==> src/rtl/jsu_pkg.sv <==
// shared types, codes and helper functions for the json string unescape block
package jsu_pkg;

	// input modes
	localparam logic [1:0] MODE_START = 2'd0;
	localparam logic [1:0] MODE_NEXT  = 2'd1;
	localparam logic [1:0] MODE_END   = 2'd2;

	// result status codes
	localparam logic [1:0] ST_BUSY   = 2'd0;
	localparam logic [1:0] ST_CLOSED = 2'd1;
	localparam logic [1:0] ST_ERROR  = 2'd2;

	// error codes
	localparam logic [3:0] ERR_NONE      = 4'd0;
	localparam logic [3:0] ERR_UNTERM    = 4'd1;
	localparam logic [3:0] ERR_CUT_ESC   = 4'd2;
	localparam logic [3:0] ERR_BAD_ESC   = 4'd3;
	localparam logic [3:0] ERR_CTRL      = 4'd4;
	localparam logic [3:0] ERR_SHORT_HEX = 4'd5;
	localparam logic [3:0] ERR_BAD_HEX   = 4'd6;
	localparam logic [3:0] ERR_BAD_LOW   = 4'd7;
	localparam logic [3:0] ERR_UNPAIRED  = 4'd8;

	// characters the decoder looks for
	localparam logic [7:0] CH_QUOTE = 8'h22;
	localparam logic [7:0] CH_BSL   = 8'h5C;
	localparam logic [7:0] CH_SLASH = 8'h2F;
	localparam logic [7:0] CH_B     = 8'h62;
	localparam logic [7:0] CH_F     = 8'h66;
	localparam logic [7:0] CH_N     = 8'h6E;
	localparam logic [7:0] CH_R     = 8'h72;
	localparam logic [7:0] CH_T     = 8'h74;
	localparam logic [7:0] CH_U     = 8'h75;
	localparam logic [7:0] CH_SPACE = 8'h20;

	// surrogate prefixes on bits 15:10
	localparam logic [5:0] SUR_HIGH = 6'b110110;
	localparam logic [5:0] SUR_LOW  = 6'b110111;

	typedef struct packed {
		logic [1:0] mode;
		logic [7:0] in_byte;
	} in_beat_t;

	typedef struct packed {
		logic [7:0] out_byte;
		logic       byte_valid;
		logic       last_of_run;
		logic [1:0] status;
		logic [3:0] error_code;
	} out_beat_t;

	// utf-8 bytes of one code point, byte 0 first
	typedef struct packed {
		logic [3:0][7:0] bytes;
		logic [1:0]      last_idx;
	} utf8_t;

	// everything one input beat produces
	typedef struct packed {
		logic [3:0][7:0] bytes;
		logic [1:0]      last_idx;
		logic            byte_valid;
		logic [1:0]      status;
		logic [3:0]      error_code;
	} dec_res_t;

	// hex digit value, msb set when the character is a hex digit
	function automatic logic [4:0] hex_val(input logic [7:0] c);
		logic [4:0] r;
		r = 5'd0;
		if (c >= 8'h30 && c <= 8'h39)
			r = {1'b1, 4'(c - 8'h30)};
		else if (c >= 8'h61 && c <= 8'h66)
			r = {1'b1, 4'(c - 8'h57)};
		else if (c >= 8'h41 && c <= 8'h46)
			r = {1'b1, 4'(c - 8'h37)};
		return r;
	endfunction

	// utf-8 encoding of a 21-bit code point
	function automatic utf8_t utf8_enc(input logic [20:0] cp);
		utf8_t r;
		r.bytes = '0;
		r.last_idx = 2'd0;
		if (cp <= 21'h7F) begin
			r.bytes[0] = cp[7:0];
		end else if (cp <= 21'h7FF) begin
			r.bytes[0] = {3'b110, cp[10:6]};
			r.bytes[1] = {2'b10, cp[5:0]};
			r.last_idx = 2'd1;
		end else if (cp <= 21'hFFFF) begin
			r.bytes[0] = {4'b1110, cp[15:12]};
			r.bytes[1] = {2'b10, cp[11:6]};
			r.bytes[2] = {2'b10, cp[5:0]};
			r.last_idx = 2'd2;
		end else begin
			r.bytes[0] = {5'b11110, cp[20:18]};
			r.bytes[1] = {2'b10, cp[17:12]};
			r.bytes[2] = {2'b10, cp[11:6]};
			r.bytes[3] = {2'b10, cp[5:0]};
			r.last_idx = 2'd3;
		end
		return r;
	endfunction

endpackage

==> src/rtl/jsu_decode.sv <==
// escape decoder state machine: one input beat in, up to four utf-8 bytes out
module jsu_decode import jsu_pkg::*; (
	input  logic     clk,
	input  logic     arst_n,
	input  logic     take,
	input  in_beat_t beat,
	output dec_res_t res
);

	typedef enum logic [8:0] {
		PH_IDLE      = 9'b000000001,
		PH_BODY      = 9'b000000010,
		PH_ESC       = 9'b000000100,
		PH_HEX_FIRST = 9'b000001000,
		PH_WANT_BSL  = 9'b000010000,
		PH_WANT_U    = 9'b000100000,
		PH_HEX_LOW   = 9'b001000000,
		PH_DONE      = 9'b010000000,
		PH_ERR       = 9'b100000000
	} phase_t;

	phase_t      phase_q, nx_phase, ph;
	logic [15:0] acc_q, nx_acc, acc_shift;
	logic [1:0]  seen_q, nx_seen;
	logic [9:0]  hi_q, nx_hi;
	logic [3:0]  err_q, nx_err;
	logic [4:0]  hv;
	logic        emit;
	logic        raw;
	logic [20:0] cp;
	utf8_t       enc;
	logic [7:0]  b;

	assign b = beat.in_byte;
	assign hv = hex_val(b);
	assign acc_shift = {acc_q[11:0], hv[3:0]};

	// next state and code point for this beat
	always_comb begin
		ph = (beat.mode == MODE_START) ? PH_BODY : phase_q;
		nx_phase = ph;
		nx_acc = acc_q;
		nx_seen = seen_q;
		nx_hi = hi_q;
		nx_err = (beat.mode == MODE_START) ? ERR_NONE : err_q;
		emit = 1'b0;
		raw = 1'b0;
		cp = {13'd0, b};
		if (beat.mode == MODE_END) begin
			case (phase_q)
				PH_BODY: begin
					nx_err = ERR_UNTERM;
					nx_phase = PH_ERR;
				end
				PH_ESC: begin
					nx_err = ERR_CUT_ESC;
					nx_phase = PH_ERR;
				end
				PH_HEX_FIRST, PH_HEX_LOW: begin
					nx_err = ERR_SHORT_HEX;
					nx_phase = PH_ERR;
				end
				PH_WANT_BSL, PH_WANT_U: begin
					nx_err = ERR_UNPAIRED;
					nx_phase = PH_ERR;
				end
				default: ;
			endcase
		end else begin
			case (ph)
				PH_BODY: begin
					if (b == CH_QUOTE) begin
						nx_phase = PH_DONE;
					end else if (b == CH_BSL) begin
						nx_phase = PH_ESC;
					end else if (b < CH_SPACE) begin
						nx_err = ERR_CTRL;
						nx_phase = PH_ERR;
					end else begin
						emit = 1'b1;
						raw = 1'b1;
					end
				end
				PH_ESC: begin
					nx_phase = PH_BODY;
					emit = 1'b1;
					case (b)
						CH_QUOTE, CH_BSL, CH_SLASH: cp = {13'd0, b};
						CH_B: cp = 21'h08;
						CH_F: cp = 21'h0C;
						CH_N: cp = 21'h0A;
						CH_R: cp = 21'h0D;
						CH_T: cp = 21'h09;
						CH_U: begin
							emit = 1'b0;
							nx_acc = 16'd0;
							nx_seen = 2'd0;
							nx_phase = PH_HEX_FIRST;
						end
						default: begin
							emit = 1'b0;
							nx_err = ERR_BAD_ESC;
							nx_phase = PH_ERR;
						end
					endcase
				end
				PH_HEX_FIRST, PH_HEX_LOW: begin
					if (!hv[4]) begin
						nx_err = ERR_BAD_HEX;
						nx_phase = PH_ERR;
					end else begin
						nx_acc = acc_shift;
						if (seen_q != 2'd3) begin
							nx_seen = seen_q + 2'd1;
						end else begin
							nx_seen = 2'd0;
							if (ph == PH_HEX_FIRST) begin
								if (acc_shift[15:10] == SUR_HIGH) begin
									nx_hi = acc_shift[9:0];
									nx_phase = PH_WANT_BSL;
								end else begin
									emit = 1'b1;
									cp = {5'd0, acc_shift};
									nx_phase = PH_BODY;
								end
							end else if (acc_shift[15:10] == SUR_LOW) begin
								emit = 1'b1;
								cp = {1'b0, hi_q, acc_shift[9:0]} + 21'h10000;
								nx_phase = PH_BODY;
							end else begin
								nx_err = ERR_BAD_LOW;
								nx_phase = PH_ERR;
							end
						end
					end
				end
				PH_WANT_BSL: begin
					if (b == CH_BSL) begin
						nx_phase = PH_WANT_U;
					end else begin
						nx_err = ERR_UNPAIRED;
						nx_phase = PH_ERR;
					end
				end
				PH_WANT_U: begin
					if (b == CH_U) begin
						nx_acc = 16'd0;
						nx_seen = 2'd0;
						nx_phase = PH_HEX_LOW;
					end else begin
						nx_err = ERR_UNPAIRED;
						nx_phase = PH_ERR;
					end
				end
				default: ;
			endcase
		end
	end

	// result bytes and status for the serializer
	// plain string bytes pass through as they are, escapes are utf-8 encoded
	assign enc = utf8_enc(cp);
	always_comb begin
		res.bytes = !emit ? '0 : (raw ? {24'd0, b} : enc.bytes);
		res.last_idx = (emit && !raw) ? enc.last_idx : 2'd0;
		res.byte_valid = emit;
		res.error_code = nx_err;
		if (nx_err != ERR_NONE)
			res.status = ST_ERROR;
		else if (nx_phase == PH_DONE)
			res.status = ST_CLOSED;
		else
			res.status = ST_BUSY;
	end

	// decoder state
	always_ff @(posedge clk or negedge arst_n) begin
		if (!arst_n) begin
			phase_q <= PH_IDLE;
			acc_q <= 16'd0;
			seen_q <= 2'd0;
			hi_q <= 10'd0;
			err_q <= ERR_NONE;
		end else if (take) begin
			phase_q <= nx_phase;
			acc_q <= nx_acc;
			seen_q <= nx_seen;
			hi_q <= nx_hi;
			err_q <= nx_err;
		end
	end

	// sticky error goes with the error phase and only with it
	a_err_phase: assert property (@(posedge clk) disable iff (!arst_n)
		(phase_q == PH_ERR) |-> (err_q != ERR_NONE))
		else $error("error phase without error code");
	a_no_err: assert property (@(posedge clk) disable iff (!arst_n)
		(phase_q != PH_ERR) |-> (err_q == ERR_NONE))
		else $error("error code outside error phase");
	// hex digit count only counts up inside a hex escape
	a_seen_hex: assert property (@(posedge clk) disable iff (!arst_n)
		(take && (phase_q != PH_HEX_FIRST) && (phase_q != PH_HEX_LOW))
		|=> ((seen_q == 2'd0) || $stable(seen_q)))
		else $error("hex digit count moved outside hex escape");

endmodule

==> src/rtl/jsu_emit.sv <==
// result register: holds one beat's decoded bytes and hands them out one per cycle while dst_ready is high
module jsu_emit import jsu_pkg::*; (
	input  logic      clk,
	input  logic      arst_n,
	input  logic      load,
	input  dec_res_t  res,
	output logic      busy,
	output logic      done,
	output logic      dst_valid,
	input  logic      dst_ready,
	output out_beat_t dst_data
);

	logic [3:0][7:0] bytes_q;
	logic [1:0]      last_q;
	logic [1:0]      idx_q;
	logic            valid_q;
	logic            bvalid_q;
	logic [1:0]      status_q;
	logic [3:0]      err_q;
	logic            is_last;

	assign is_last = (idx_q == last_q);
	assign busy = valid_q;
	// the buffer frees up when its last byte leaves
	assign done = valid_q && dst_ready && is_last;

	assign dst_valid = valid_q;
	assign dst_data.out_byte = bytes_q[idx_q];
	assign dst_data.byte_valid = bvalid_q;
	assign dst_data.last_of_run = is_last;
	assign dst_data.status = status_q;
	assign dst_data.error_code = err_q;

	// control
	always_ff @(posedge clk or negedge arst_n) begin
		if (!arst_n) begin
			valid_q <= 1'b0;
			idx_q <= 2'd0;
			last_q <= 2'd0;
			bvalid_q <= 1'b0;
		end else if (load) begin
			valid_q <= 1'b1;
			idx_q <= 2'd0;
			last_q <= res.last_idx;
			bvalid_q <= res.byte_valid;
		end else if (valid_q && dst_ready) begin
			if (is_last)
				valid_q <= 1'b0;
			else
				idx_q <= idx_q + 2'd1;
		end
	end

	// payload
	always_ff @(posedge clk) begin
		if (load) begin
			bytes_q <= res.bytes;
			status_q <= res.status;
			err_q <= res.error_code;
		end
	end

	a_idx_range: assert property (@(posedge clk) disable iff (!arst_n)
		valid_q |-> (idx_q <= last_q))
		else $error("byte index past last byte");
	a_empty_single: assert property (@(posedge clk) disable iff (!arst_n)
		(valid_q && !bvalid_q) |-> (last_q == 2'd0))
		else $error("byte-less result spans several beats");
	a_hold: assert property (@(posedge clk) disable iff (!arst_n)
		(valid_q && !dst_ready && !load) |=> (valid_q && $stable(idx_q)))
		else $error("stalled result moved");

endmodule

==> src/rtl/json_string_unescape_utf8.sv <==
// top level of the json string body to utf-8 decoder
//
//  beat    direction  handshake              payload
//  src     in         src_valid/src_ready    in_beat_t  (mode, in_byte)
//  dst     out        dst_valid/dst_ready    out_beat_t (out_byte .. error_code)
//
// one input beat is decoded in the cycle it is accepted and its 1 to 4
// result beats leave from the result register, one per cycle
// a beat giving one result sustains one input beat per cycle; a beat giving
// several bytes holds the input while the result register drains
// src_ready is high when the result register is empty or its last beat leaves
// reset clears the decoder to idle; beats other than a restart are ignored there
// a stall on dst holds the current result beat and, through src_ready, the input
module json_string_unescape_utf8 import jsu_pkg::*; (
	input  logic      clk,
	input  logic      arst_n,
	input  logic      src_valid,
	output logic      src_ready,
	input  in_beat_t  src_data,
	output logic      dst_valid,
	input  logic      dst_ready,
	output out_beat_t dst_data
);

	dec_res_t res;
	logic     take;
	logic     busy;
	logic     done;

	// accept when the result register is free or frees this cycle
	assign src_ready = !busy || done;
	assign take = src_valid && src_ready;

	jsu_decode u_decode (
		.clk    (clk),
		.arst_n (arst_n),
		.take   (take),
		.beat   (src_data),
		.res    (res)
	);

	jsu_emit u_emit (
		.clk       (clk),
		.arst_n    (arst_n),
		.load      (take),
		.res       (res),
		.busy      (busy),
		.done      (done),
		.dst_valid (dst_valid),
		.dst_ready (dst_ready),
		.dst_data  (dst_data)
	);

endmodule
==> config.mk <==
export PLATFORM = sky130hd
export DESIGN_NAME = json_string_unescape_utf8
export DESIGN_NICKNAME = d
export VERILOG_FILES = /design/src/rtl/jsu_pkg.sv /design/src/rtl/jsu_decode.sv /design/src/rtl/jsu_emit.sv /design/src/rtl/json_string_unescape_utf8.sv
export SDC_FILE = /design/constraint.sdc
export NUM_CORES = 1
export LEC_CHECK = 0
export ABC_AREA = 1
export BUFFER_PORTS_ARGS = -buffer_cell sky130_fd_sc_hd__buf_2
export CORE_MARGIN = 3
export CORE_UTILIZATION = 35
export DETAILED_ROUTE_END_ITERATION = 16
export HOLD_SLACK_MARGIN = 0.03
export SYNTH_ARGS = -nofsm -noshare
export SYNTH_HDL_FRONTEND = slang
export SYNTH_HIERARCHICAL = 1
export SYNTH_SLANG_ARGS = --single-unit
export TNS_END_PERCENT = 1
==> constraint.sdc <==
create_clock -name clk -period 2.91 [get_ports clk]
set_input_delay 0.1455 -clock clk [delete_from_list [all_inputs] [get_ports clk]]
set_output_delay 0.1455 -clock clk [all_outputs]
set_load 0.01 [all_outputs]
# Yosys cells after proc, flatten, opt, wreduce, memory -nomap -nowiden
# Cells that the tools add are included.
# word_totals
input_bits	14
regBits	81
out_inout_bits	18
word_cells	172
# classes
magnitude_cmp	11
muxes	76
reduce_logical	29
eq_ne	30
addsub	6
n_bitwise	3
# ops
op	n
2-to-1 mux 9 bit	12
2-to-1 mux 21 bit	5
== test 8 x 7 -> 1 bit (second input constant)	7
2-to-1 mux 4 bit	12
case mux 9 bit (5 select lines)	1
case mux 21 bit (2 select lines)	1
case mux 8 bit (5 select lines)	1
2-to-1 mux 8 bit	4
2-to-1 mux 12 bit	2
2-to-1 mux 24 bit	1
case mux 12 bit (2 select lines)	1
adder 20 x 17 -> 21 bit (second input constant)	1
less-or-equal comparator 21 x 11 -> 1 bit (second input constant)	1
less-or-equal comparator 21 x 16 -> 1 bit (second input constant)	1
less-or-equal comparator 21 x 7 -> 1 bit (second input constant)	1
2-to-1 mux 5 bit	4
case mux 4 bit (5 select lines)	1
== test 9 x 2 -> 1 bit (second input constant)	2
== test 9 x 3 -> 1 bit (second input constant)	2
== test 9 x 4 -> 1 bit (second input constant)	2
== test 9 x 5 -> 1 bit (second input constant)	2
== test 9 x 6 -> 1 bit (second input constant)	2
== test 9 x 7 -> 1 bit (second input constant)	2
2-to-1 mux 18 bit	1
other kinds (41)	86

# Depth between registers and ports, before layout
# Gate-level depths: netlist of the first run.
# depth
word_depth	17
depth_mapped	20
depth_no_buf	18

# By module
# Netlist of the first run, hierarchy kept.
# modules_own_cells
mod	cells_each	seq_area_each_um2	area_per_inst_um2	instances
jsu_decode	701	927.1	4285.4	1
jsu_emit	126	1291.2	1696.6	1
json_string_unescape_utf8	4	0.0	20.0	1

# Worst setup path before layout of the first run
# Ideal clock, no wire load.
# synth_timing
kind	reg2reg
startpoint	register u_emit.idx_q[0]
endpoint	register u_decode.acc_q[0]
stages_incl_launch_ff	15
t_arrival_ns	3.039
path_buffers	2
setup_slack_ns	-0.269
required_ns	2.770
setup_time_ns	0.140
cell_sequence	dfrtp_1 -> inv_2 -> nand2_1 -> nand2_2 -> nand2_2 -> nor2_1 -> inv_1 -> a21oi_2 -> clkbuf_1 -> nand2_1 -> a21oi_2 -> o21ai_2 -> buf_2 -> nand2_1 -> o31ai_2
# synth_between
elab_chain_cells	5
# synth_lines
item	line_no	source
start: declaration	jsu_emit.sv:16	logic [1:0] idx_q;
start signal: assignment	jsu_emit.sv:51	idx_q <= idx_q + 2'd1;
== test 2 bit	jsu_emit.sv:23	assign is_last = (idx_q == last_q);
logical AND 1 bit	jsu_emit.sv:26	assign done = valid_q && dst_ready && is_last;
via done	json_string_unescape_utf8.sv:28	logic done;
logical OR 1 bit	json_string_unescape_utf8.sv:31	assign src_ready = !busy || done;
logical AND 1 bit	json_string_unescape_utf8.sv:32	assign take = src_valid && src_ready;
via take	json_string_unescape_utf8.sv:26	logic take;
AND reduction 5 bit (no line)	n/a	
end signal: assignment	jsu_decode.sv:186	acc_q <= nx_acc;
end: declaration	jsu_decode.sv:23	logic [15:0] acc_q, nx_acc, acc_shift;
# The timed path passes the listed nets, and every way through them passes these cells.
# A chain may end at the register's enable or synchronous reset.

# Worst setup path in the final report of the first run
# layout_timing
startpoint	register u_decode.phase_q[7]
endpoint	register u_emit.status_q[0] (data pin)
# layout_between
elab_chain_cells	9
# layout_lines
item	line_no	source
start: declaration	jsu_decode.sv:22	phase_t phase_q, nx_phase, ph;
start signal: assignment	jsu_decode.sv:185	phase_q <= nx_phase;
2-to-1 mux 9 bit	jsu_decode.sv:40	ph = (beat.mode == MODE_START) ? PH_BODY : phase_q;
== test 9 x 4 -> 1 bit	jsu_decode.sv:70, jsu_decode.sv:117	
2-to-1 mux 9 bit	jsu_decode.sv:117	if (ph == PH_HEX_FIRST) begin
2-to-1 mux 9 bit	jsu_decode.sv:113	if (seen_q != 2'd3) begin
2-to-1 mux 9 bit	jsu_decode.sv:108	if (!hv[4]) begin
case mux 9 bit (5 select lines)	jsu_decode.sv:70	case (ph)
2-to-1 mux 9 bit	jsu_decode.sv:49	if (beat.mode == MODE_END) begin
== test 9 x 8 -> 1 bit	jsu_decode.sv:170	else if (nx_phase == PH_DONE)
2-to-1 mux 1 bit	jsu_decode.sv:170	
end signal: assignment	jsu_emit.sv:59	status_q <= res.status;
end: declaration	jsu_emit.sv:19	logic [1:0] status_q;
# Parallel ways exist; a longest one is shown, timed or not.

==> metrics.json, run 1 <==
{
  "timing.final.max_slew_violations": 0,
  "start_util": 0.359,
  "grt_usage": 0.185,
  "hold_depth": 3,
  "htree_levels": 3,
  "drtIter0Drc": 480,
  "most_common_cell_after_layout_fill_and_taps_aside": "nand2_1",
  "slew-limit-headroom": 0.303,
  "critPathMaxFanout": 8,
  "synth-compound-area-share": 0.153,
  "finalWirelength_um": 17000,
  "yosysWarningCount": 6,
  "first_global_vias": 5221,
  "final_cycle_utilization_of_the_critical_path": 0.905,
  "route.vias.total": 5619,
  "chipHeight_um": 137,
  "most_used_cells_in_the_layout_excluding_fill_and_tap_cells": "nand2_1 (218), nor2_1 (107), inv_1 (79), o21ai_0 (66), nand3_1 (59)",
  "final_layout_size_suffix_gt1_frac": 0.166,
  "floorplan.io_pins": 32,
  "placedInstanceArea_um2": 6380,
  "wl_per_cell_um": 15.6,
  "port-buffer-count": 31,
  "post-route-drc-count": 0,
  "clock_skew_ns": 0.00564,
  "grt_remaining_overflow": 0,
  "drtAntennaViolNets": 0,
  "start_kind": "flop",
  "worst-r2r-setup-slack_ns": 0.28,
  "cts-root-to-sink-buffers": 2,
  "fin_area_um2": 6720,
  "hold_viol_final": 0,
  "crit-reg2reg-launch": "u_decode/phase_q[7]",
  "grt_antenna_before_repair": 0,
  "status": "complete, no violations",
  "cap_violations": 0,
  "r2r-end": "u_emit/status_q[0]",
  "largest_family_of_logic_cells_by_synthesized_area": "simple AND/OR/NAND/NOR gates",
  "rr_worst_depth": 14,
  "postCtsHoldBufs": 1,
  "dieArea_um2": 18800,
  "worstPathRequired_ns": 3.12,
  "path_class": "reg2reg",
  "cts.reportedPaths.clkPinSlew_ns": 0.06,
  "hold_path_startpoint": "src_data[0]",
  "area_growth_pct": 12.0,
  "timing.hold.worst.class": "in2reg",
  "detail_route.first_pass.iterations": 6,
  "grt_pass1_wl_um": 27000,
  "ys_seq_area_frac": 0.370,
  "synthesis.area_per_instance_um2": 7.22,
  "chipWidth_um": 137,
  "yosys_most_used_dff": "dfrtp_1",
  "setup_violations": 0,
  "synth_xor_area_frac": 0.00584,
  "vias_per_cell": 5.15,
  "post_cts_buffers": 0,
  "finalWeightedCongestion": 0.935,
  "synth.area.mux_share": 0,
  "synthTopCellsByArea": "edfxtp_1 (19%), dfrtp_1 (18%), nand2_1 (14%)",
  "synth-simple-area-share": 0.354,
  "num_rows": 47,
  "synthDominantCellAreaShare": 0.190,
  "power.static_leakage_nw": 3.12,
  "post-route-min-period_ns": 2.63,
  "netlist_area_um2": 6000,
  "grt_setup_unrepaired": "no",
  "cts_made_buffers": 9,
  "asyncSetResetFlopFracSynth": 0.531,
  "critPathArrivalTime_ns": 2.84,
  "clock_latency_ns": 0.35,
  "synth_enable_flop_cells": 38,
  "numClockSinks": 81,
  "synth_cell_type_count": 54,
  "num_antenna_cells": 0,
  "power.density_nw_per_um2": 738,
  "max_slew.worst_pin.slew_ns": 1.05,
  "critical_path_end_type": "flop",
  "final_nets": 887,
  "grt_start_max_net_pins": 61,
  "post_route_setup_tns_ns": 0,
  "max_freq_ghz": 0.380,
  "hold_path_end": "u_emit/bytes_q[0]",
  "postSynthCellCount": 831,
  "report.power.total_mw": 4.96,
  "post-synth-top-area-cell": "edfxtp_1",
  "cts_root_buf": "clkbuf_16",
  "cts_tree": "yes",
  "cts_resized": 0,
  "core_um2": 16700,
  "final_core_utilization": 0.402,
  "worst_ir_drop_vdd_v": 0.000375,
  "detailed_place_hpwl_um": 12900,
  "synth_adder_area_share": 0.0146,
  "postSynthRegisterBits": 81
}
## metrics by stage
step           worst slack, ns  hold WS [ns]  instances
2_1_floorplan            0.222        -0.150        833
3_3_place_gp             0.262         0.404       1074
3_5_place_dp             0.161         0.400       1074
4_1_cts                  0.291         0.170       1091
5_1_grt                 0.0572         0.193       1091
6_report                 0.276         0.174       1091
## worst max-delay path by stage
stage	start	endpoint	slack [ns]	cells after the start
after floorplan	u_emit/idx_q[0]	u_decode/acc_q[0]	0.22	14
after global placement	src_data[1]	u_emit/bytes_q[3]	0.26	17
after detailed placement	src_data[1]	u_emit/bytes_q[20]	0.16	17
after CTS	u_decode/phase_q[2]	u_emit/bytes_q[20]	0.29	15
after global routing	u_decode/phase_q[2]	u_emit/bytes_q[11]	0.06	14
final	u_decode/phase_q[7]	u_emit/status_q[0]	0.28	14
## sequential cells by signal, indices dropped and copies added, names as in the netlist
register          count
u_emit/bvalid_q       1
u_emit/err_q          4
u_decode/seen_q       2
u_decode/err_q        4
u_emit/bytes_q       32
u_emit/last_q         2
u_decode/phase_q      9
u_emit/status_q       2
u_emit/idx_q          2
u_decode/hi_q        10
u_decode/acc_q       12
u_emit/busy           1
## kinds of logic after synthesis
| logic type | count (synthesis) |
|---|---|
| AND/OR/NAND/NOR | 458 |
| AO/OA/AOI/OAI | 149 |
| buffers and inverters | 131 |
| flip-flops | 81 |
| adder cells (fa/ha/maj) | 7 |
| XOR/XNOR | 4 |
| other | 1 |
## report_power, final
group / total (mW) / switching, mW / internal, mW
registers: 1.65 / 0.144 / 1.51
clock network: 1.24 / 0.483 / 0.758
logic: 2.06 / 1.38 / 0.680
total: 4.96 / 2.01 / 2.95
## Yosys cell counts, drive strengths merged, types with 11 or more instances
cell / count
edfxtp: 38
nor2: 121
o22ai: 15
nand4: 20
a21oi: 20
nor3: 11
o21ai: 81
dfrtp: 42
nand3: 67
inv: 99
nand2: 233
buf: 25
## per-layer routing
layer	vias up	share of wire	routed length, um	track usage
met5	-	0	0	0
li1	2819	-	-	-
met4	0	0.022	373	0.0621
met3	27	0.050	842	0.0313
met1	2610	0.46	7800	0.251
met2	163	0.47	7970	0.300
## area by class of cell
| class | count | area, um^2 |
|---|---|---|
| Tap cell | 220 | 275 |
| Multi-Input combinational cell | 621 | 3190 |
| Clock inverter | 7 | 101 |
| Timing Repair Buffer | 53 | 335 |
| Inverter | 100 | 378 |
| Sequential cell | 81 | 2220 |
| Fill cell | 1782 | 9980 |
| Clock buffer | 9 | 225 |
## worst max-delay path, stage by stage (launching register included)
cell     delay [ns]
dfrtp_1        0.38
inv_1          0.14
nand2_1        0.09
nor3_1         0.24
nand2_1        0.14
nor2_2         0.21
inv_1          0.08
nand2_1        0.08
nor2_1         0.10
buf_4          0.18
a22oi_1        0.34
nand3_1        0.16
nor2_1         0.13
nand2_1        0.09
nor2_1         0.12
(Power assumes the default switching activity.)
==> run 2, diff against run 1 <==
Settings changed: CTS_BUF_LIST from default to sky130_fd_sc_hd__clkbuf_2.
==> run 2 against run 1 <==
Effect of this change: flip-flop and latch count is the same; sequential share of layout area is 0.65 points higher; critical path depth stayed put; highest routed layer unchanged; largest power group unchanged.
==> metrics.json, run 2 (same netlist as run 1, synthesis figures left out) <==
{
  "critical_path_end_type": {"value": "flop", "change": "unchanged"},
  "floorplan.io_pins": {"value": 32, "change": "unchanged"},
  "final_layout_size_suffix_gt1_frac": {"value": 0.166, "change": "about the same"},
  "cap_violations": {"value": 0, "change": "unchanged"},
  "grt_remaining_overflow": {"value": 0, "change": "unchanged"},
  "vias_per_cell": {"value": 5.15, "change": "about the same"},
  "critPathMaxFanout": {"value": 8, "change": "unchanged"},
  "cts_root_buf": {"value": "clkbuf_2", "change": "was clkbuf_16"},
  "power.density": {"value": 674, "unit": "nW/um^2", "change": "was 738 nW/um^2"},
  "port-buffer-count": {"value": 31, "change": "unchanged"},
  "detailed_place_hpwl": {"value": 12900, "unit": "um", "change": "unchanged"},
  "clock_latency": {"value": 0.58, "unit": "ns", "change": "was 0.35 ns"},
  "post-route-min-period": {"value": 2.64, "unit": "ns", "change": "was 2.63 ns"},
  "area_growth": {"value": 9.80, "unit": "%", "change": "was 12.0%"},
  "power.static_leakage": {"value": 3.06, "unit": "nW", "change": "was 3.12 nW"},
  "setup_violations": {"value": 0, "change": "unchanged"},
  "hold_viol_final": {"value": 0, "change": "unchanged"},
  "clock_skew": {"value": 0.0231, "unit": "ns", "change": "was 0.00564 ns"},
  "num_antenna_cells": {"value": 0, "change": "unchanged"},
  "detail_route.first_pass.iterations": {"value": 5, "change": "was 6"},
  "final_core_utilization": {"value": 0.395, "change": "was 0.402"},
  "grt_antenna_before_repair": {"value": 0, "change": "unchanged"},
  "route.vias.total": {"value": 5648, "change": "was 5619"},
  "grt_usage": {"value": 0.185, "change": "about the same"},
  "first_global_vias": {"value": 5258, "change": "was 5221"},
  "slew-limit-headroom": {"value": 0.304, "change": "was 0.303"},
  "num_rows": {"value": 47, "change": "unchanged"},
  "reg.largest.list": {"value": "u_emit/bytes_q x32, u_decode/acc_q x12, u_decode/hi_q x10", "change": "unchanged"},
  "grt_setup_unrepaired": {"value": "no", "change": "unchanged"},
  "chipWidth": {"value": 137, "unit": "um", "change": "unchanged"},
  "cts-root-to-sink-buffers": {"value": 2, "change": "unchanged"},
  "finalWeightedCongestion": {"value": 0.935, "change": "unchanged"},
  "post-route-drc-count": {"value": 0, "change": "unchanged"},
  "start_kind": {"value": "flop", "change": "unchanged"},
  "final_nets": {"value": 892, "change": "was 887"},
  "htree_levels": {"value": 3, "change": "unchanged"},
  "numClockSinks": {"value": 81, "change": "unchanged"},
  "worst_ir_drop_vdd": {"value": 0.000424, "unit": "V", "change": "was 0.000375 V"},
  "fillers": {"value": 1810, "change": "was 1782"},
  "final_cycle_utilization_of_the_critical_path": {"value": 0.909, "change": "was 0.905"},
  "cts.reportedPaths.clkPinSlew": {"value": 0.23, "unit": "ns", "change": "was 0.06 ns"},
  "path_class": {"value": "reg2reg", "change": "unchanged"},
  "grt_pass1_wl": {"value": 27100, "unit": "um", "change": "was 27000 um"},
  "wl_per_cell": {"value": 15.5, "unit": "um", "change": "was 15.6 um"},
  "drtAntennaViolNets": {"value": 0, "change": "unchanged"},
  "drtIter0Drc": {"value": 518, "change": "was 480"},
  "start_util": {"value": 0.359, "change": "unchanged"},
  "status": {"value": "complete, no violations", "change": "unchanged"},
  "dieArea": {"value": 18800, "unit": "um^2", "change": "unchanged"},
  "layout.area.seq": {"value": 2220, "unit": "um^2", "change": "unchanged"},
  "timing.final.max_slew_violations": {"value": 0, "change": "unchanged"},
  "most_used_cells_in_the_layout_excluding_fill_and_tap_cells": {"value": "nand2_1 (218), nor2_1 (107), inv_1 (79), o21ai_0 (66), nand3_1 (59)", "change": "unchanged"},
  "largest_register_ffs": {"value": 32, "change": "unchanged"},
  "max_slew.worst_pin.slew": {"value": 1.04, "unit": "ns", "change": "was 1.05 ns"},
  "hold_ws": {"value": 0.0979, "unit": "ns", "change": "was 0.174 ns"},
  "timing.hold.worst.class": {"value": "in2reg", "change": "unchanged"},
  "cts_made_buffers": {"value": 9, "change": "unchanged"},
  "finalWirelength": {"value": 17000, "unit": "um", "change": "about the same"},
  "grt_start_max_net_pins": {"value": 61, "change": "unchanged"},
  "post_route_setup_tns": {"value": 0, "unit": "ns", "change": "unchanged"},
  "core": {"value": 16700, "unit": "um^2", "change": "unchanged"},
  "cts_tree": {"value": "yes", "change": "unchanged"},
  "critPathArrivalTime": {"value": 3.10, "unit": "ns", "change": "was 2.84 ns"},
  "worstPathRequired": {"value": 3.37, "unit": "ns", "change": "was 3.12 ns"},
  "multi_input_area": {"value": 3190, "unit": "um^2", "change": "unchanged"},
  "chipHeight": {"value": 137, "unit": "um", "change": "unchanged"},
  "max_freq": {"value": 0.378, "unit": "GHz", "change": "was 0.380 GHz"},
  "most_common_cell_after_layout_fill_and_taps_aside": {"value": "nand2_1", "change": "unchanged"},
  "max_flop_register": {"value": "u_emit/bytes_q", "change": "unchanged"}
}
run 2: cell types whose count changed in the layout (fill, tap and decap cells not counted):
cell	delta
clkbuf_16	-9
dlygate4sd3_1	+5
clkbuf_2	+9
run 2: layer usage:
metal | vias up | share of wire | wire length (um) | global-route usage
li1 | 2830 | - | - | -
met1 | 2622 | 0.46 | 7830 | 0.248
met2 | 167 | 0.47 | 8000 | 0.302
met3 | 29 | 0.049 | 841 | 0.0368
met4 | 0 | 0.022 | 367 | 0.0565
met5 | - | 0 | 0 | 0
run 2: path summary, 6_finish.rpt:
kind	from	end	slack, ns	cells past startpoint
min in group asynchronous	arst_n	u_decode/err_q[0]	0.27	2
max in group asynchronous	arst_n	u_emit/last_q[1]	2.00	2
worst max register to register	u_decode/phase_q[7]	u_emit/status_q[0]	0.27	14
worst max-delay path	u_decode/phase_q[7]	u_emit/status_q[0]	0.27	14
worst min-delay path	src_data[5]	u_emit/bytes_q[5]	0.1	3
worst min register to register	u_decode/acc_q[2]	u_decode/acc_q[2]	0.51	2
run 2: worst max-delay path: stages (launching register included):
cell and delay, ns:
dfrtp_1 0.43, inv_1 0.14, nand2_1 0.09, nor3_1 0.24
nand2_1 0.14, nor2_2 0.21, inv_1 0.08, nand2_1 0.08
nor2_1 0.09, buf_4 0.18, a22oi_1 0.33, nand3_1 0.17
nor2_1 0.13, nand2_1 0.09, nor2_1 0.12
run 2: final cells by class:
class	count	share of cell area
repair buffers	58	0.0585
well taps	220	0.0418
flip-flops and latches	81	0.337
inverters	100	0.0573
multi-input cells	621	0.484
clock inverters	7	0.0154
clock buffers	9	0.00684
run 2: through the flow:
stage	total power [mW]	cell area, um^2	instances	worst slack (ns)
2_1_floorplan	3.14	6020	833	0.222
3_3_place_gp	3.72	6380	1074	0.262
3_5_place_dp	3.73	6380	1074	0.161
4_1_cts	4.47	6590	1096	0.261
5_1_grt	4.79	6590	1096	0.0317
6_report	4.44	6590	1096	0.266
run 2: report_power, final:
| group | internal [mW] | total [mW] | switching, mW |
|---|---|---|---|
| Combinational | 0.684 | 2.07 | 1.39 |
| Sequential | 1.51 | 1.65 | 0.145 |
| Clock | 0.291 | 0.717 | 0.426 |
| Total | 2.48 | 4.44 | 1.96 |
run 2: repair_timing:
item                      CTS  global route
buffers inserted            0             0
resized for setup           0             0
hold endpoints to repair   49             0
hold buffers                6             0
==> run 3, diff against run 2 <==
Settings changed: CORE_UTILIZATION 35 to 25.
==> run 3 against run 2 <==
Effect of this change: count of clock-buffer cells in the layout stayed put; highest routed layer unchanged; critical path depth stayed put; sequential share of layout area is 0.53 points lower; largest cell class unchanged; non-clock buffer count is 1 lower; sequential power hardly changed; first-iteration DRC count is 6.0% higher; setup slack worse by 0.036 ns; core utilization is 11 points lower; clock power is 4.6% lower; hold slack worse by 0.013 ns.
==> metrics.json, run 3 (same netlist as run 1, synthesis figures left out) <==
{
  "wl_per_cell": {"value": 14.2, "unit": "um", "change": "was 15.5 um"},
  "slew-limit-headroom": {"value": 0.309, "change": "was 0.304"},
  "chipWidth": {"value": 161, "unit": "um", "change": "was 137 um"},
  "layout.area.seq": {"value": 2220, "unit": "um^2", "change": "unchanged"},
  "post-route-drc-count": {"value": 0, "change": "unchanged"},
  "power.density": {"value": 658, "unit": "nW/um^2", "change": "was 674 nW/um^2"},
  "worstPathCellList": {"value": "inv_2 > nand2_1 > nor2_2 > nand3_4 > nand2_2 > nor2_1 > o21ai_2 > nand2_1 > nor2_4 > nand2_4 > o21bai_4 > nand2_1 > nand2_1 > nand2_1", "change": "was inv_1 > nand2_1 > nor3_1 > nand2_1 > nor2_2 > inv_1 > nand2_1 > nor2_1 > buf_4 > a22oi_1 > nand3_1 > nor2_1 > nand2_1 > nor2_1"},
  "grt_usage": {"value": 0.135, "change": "was 0.185"},
  "clockPowerShare": {"value": 0.155, "change": "was 0.161"},
  "max_slew.worst_pin.slew": {"value": 1.04, "unit": "ns", "change": "about the same"},
  "post_placement_worst_setup_slack": {"value": 0.280, "unit": "ns", "change": "was 0.161 ns"},
  "reg.largest.list": {"value": "u_emit/bytes_q x32, u_decode/acc_q x12, u_decode/hi_q x10", "change": "unchanged"},
  "cts_resized": {"value": 0, "change": "unchanged"},
  "grt_start_max_net_pins": {"value": 61, "change": "unchanged"},
  "slowest_delay": {"value": 0.49, "unit": "ns", "change": "was 0.43 ns"},
  "dieArea": {"value": 25900, "unit": "um^2", "change": "was 18800 um^2"},
  "worstPathRequired": {"value": 3.33, "unit": "ns", "change": "was 3.37 ns"},
  "largest_register_ffs": {"value": 32, "change": "unchanged"},
  "grt_setup_unrepaired": {"value": "no", "change": "unchanged"},
  "floorplan.io_pins": {"value": 32, "change": "unchanged"},
  "path_class": {"value": "reg2reg", "change": "unchanged"},
  "combPwrFrac": {"value": 0.473, "change": "was 0.467"},
  "most_common_cell_after_layout_fill_and_taps_aside": {"value": "nand2_1", "change": "unchanged"},
  "clock_latency": {"value": 0.62, "unit": "ns", "change": "was 0.58 ns"},
  "seq_power_share": {"value": 0.372, "change": "about the same"},
  "postCtsHoldBufs": {"value": 7, "change": "was 6"},
  "grt_pass1_wl": {"value": 28000, "unit": "um", "change": "was 27100 um"},
  "critPathMaxFanout": {"value": 17, "change": "was 8"},
  "worst_slack": {"value": 0.230, "unit": "ns", "change": "was 0.266 ns"},
  "total_switching_power": {"value": 2.01, "unit": "mW", "change": "was 1.96 mW"},
  "cp_top_family": {"value": "simple AND/OR/NAND/NOR gates", "change": "unchanged"},
  "post_route_setup_tns": {"value": 0, "unit": "ns", "change": "unchanged"},
  "cap_violations": {"value": 0, "change": "unchanged"},
  "fillers": {"value": 2634, "change": "was 1810"},
  "area_growth": {"value": 11.6, "unit": "%", "change": "was 9.80%"},
  "drtAntennaViolNets": {"value": 0, "change": "unchanged"},
  "num_rows": {"value": 56, "change": "was 47"},
  "hold_viol_final": {"value": 0, "change": "unchanged"},
  "p_int": {"value": 2.40, "unit": "mW", "change": "was 2.48 mW"},
  "max_freq": {"value": 0.373, "unit": "GHz", "change": "was 0.378 GHz"},
  "crit_path_frequent_cell": {"value": "nand2_1", "change": "unchanged"},
  "detail_route.first_pass.iterations": {"value": 6, "change": "was 5"},
  "timing.hold.worst.class": {"value": "in2reg", "change": "unchanged"},
  "start_kind": {"value": "flop", "change": "unchanged"},
  "max_flop_register": {"value": "u_emit/bytes_q", "change": "unchanged"},
  "route.vias.total": {"value": 5665, "change": "was 5648"},
  "cts-root-to-sink-buffers": {"value": 2, "change": "unchanged"},
  "post-route-min-period": {"value": 2.68, "unit": "ns", "change": "was 2.64 ns"},
  "post_cts_buffers": {"value": 0, "change": "unchanged"},
  "cts_made_buffers": {"value": 9, "change": "unchanged"},
  "start_util": {"value": 0.255, "change": "was 0.359"},
  "numClockSinks": {"value": 81, "change": "unchanged"},
  "cts_tree": {"value": "yes", "change": "unchanged"},
  "final_cycle_utilization_of_the_critical_path": {"value": 0.921, "change": "was 0.909"},
  "final_layout_size_suffix_gt1_frac": {"value": 0.163, "change": "was 0.166"},
  "final_nets": {"value": 891, "change": "was 892"},
  "critical_path_end_type": {"value": "flop", "change": "unchanged"},
  "critPathBufInv": {"value": 1, "change": "was 3"},
  "timing.final.max_slew_violations": {"value": 0, "change": "unchanged"},
  "port-buffer-count": {"value": 31, "change": "unchanged"},
  "htree_levels": {"value": 3, "change": "unchanged"},
  "most_used_cells_in_the_layout_excluding_fill_and_tap_cells": {"value": "nand2_1 (218), nor2_1 (107), inv_1 (79), o21ai_0 (66), nand3_1 (59)", "change": "unchanged"},
  "final_core_utilization": {"value": 0.284, "change": "was 0.395"},
  "status": {"value": "complete, no violations", "change": "unchanged"},
  "switching_share": {"value": 0.455, "change": "was 0.441"},
  "vias_per_cell": {"value": 4.74, "change": "was 5.15"},
  "cts_root_buf": {"value": "clkbuf_2", "change": "unchanged"},
  "critPathArrivalTime": {"value": 3.10, "unit": "ns", "change": "about the same"},
  "grt_remaining_overflow": {"value": 0, "change": "unchanged"},
  "hold_ws": {"value": 0.0845, "unit": "ns", "change": "was 0.0979 ns"},
  "critPathSlowestCell": {"value": "dfrtp_1", "change": "unchanged"},
  "detailed_place_hpwl": {"value": 13000, "unit": "um", "change": "was 12900 um"},
  "core": {"value": 23500, "unit": "um^2", "change": "was 16700 um^2"},
  "drtIter0Drc": {"value": 549, "change": "was 518"},
  "power.static_leakage": {"value": 3.06, "unit": "nW", "change": "about the same"},
  "first_global_vias": {"value": 5403, "change": "was 5258"},
  "finalWirelength": {"value": 16900, "unit": "um", "change": "was 17000 um"},
  "finalWeightedCongestion": {"value": 0.922, "change": "was 0.935"},
  "worst_ir_drop_vdd": {"value": 0.000421, "unit": "V", "change": "was 0.000424 V"},
  "cts.reportedPaths.clkPinSlew": {"value": 0.26, "unit": "ns", "change": "was 0.23 ns"},
  "multi_input_area": {"value": 3190, "unit": "um^2", "change": "unchanged"},
  "setup_violations": {"value": 0, "change": "unchanged"},
  "grt_antenna_before_repair": {"value": 1, "change": "was 0"},
  "clock_skew": {"value": 0.0321, "unit": "ns", "change": "was 0.0231 ns"},
  "chipHeight": {"value": 161, "unit": "um", "change": "was 137 um"}
}
run 3: cell types whose count changed in the layout (fill, tap and decap cells not counted):
cell	previous run	this run
buf_4	20	18
inv_8	0	2
bufinv_16	2	1
clkinvlp_4	2	1
diode_2	0	1
dlygate4sd3_1	6	7
run 3: metrics by stage:
step | cell area (um^2) | power (mW) | cells
after floorplan | 6020 | 3.14 | 833
after global placement | 6490 | 3.73 | 1171
after detailed placement | 6490 | 3.74 | 1171
after CTS | 6690 | 4.45 | 1194
after global routing | 6700 | 4.79 | 1195
final | 6700 | 4.41 | 1195
run 3: layout make-up:
type | count | share of cell area
Tap cell | 319 | 0.0596
Clock buffer | 9 | 0.00673
Timing Repair Buffer | 57 | 0.0568
Sequential cell | 81 | 0.331
Antenna cell | 1 | 0.000374
Clock inverter | 7 | 0.0129
Inverter | 100 | 0.0564
Multi-Input combinational cell | 621 | 0.476
run 3: worst min-delay path, stage by stage:
cell     delay (ns)
buf_2          0.12
nor2_4         0.07
buf_4          0.19
a21oi_1        0.14
run 3: metal layers:
layer	track usage	vias to the layer above	wire, um
met3	0.0286	33	977
li1	-	2833	-
met1	0.184	2621	7820
met2	0.210	178	7700
met4	0.0493	0	443
met5	0	-	0
run 3: power groups by stage:
| stage | logic (mW) | registers [mW] | clock network (mW) |
|---|---|---|---|
| 2_1_floorplan | 1.49 | 1.65 | 0 |
| 5_1_grt | 2.35 | 1.67 | 0.772 |
| 4_1_cts | 2.09 | 1.64 | 0.717 |
| 3_3_place_gp | 2.07 | 1.66 | 0 |
| 6_report | 2.08 | 1.64 | 0.684 |
| 3_5_place_dp | 2.07 | 1.67 | 0 |
run 3: path summary, 6_finish.rpt:
kind,startpoint,endpoint,slack [ns],cells past startpoint
setup / recovery,u_decode/phase_q[2],u_emit/bytes_q[2],0.23,14
hold / removal,src_data[9],u_decode/phase_q[0],0.08,4
setup reg to reg,u_decode/phase_q[2],u_emit/bytes_q[2],0.23,14
hold reg to reg,u_decode/acc_q[2],u_decode/acc_q[2],0.51,2
max in group asynchronous,arst_n,u_decode/phase_q[8],2.04,2
min in group asynchronous,arst_n,u_emit/busy,0.20,2
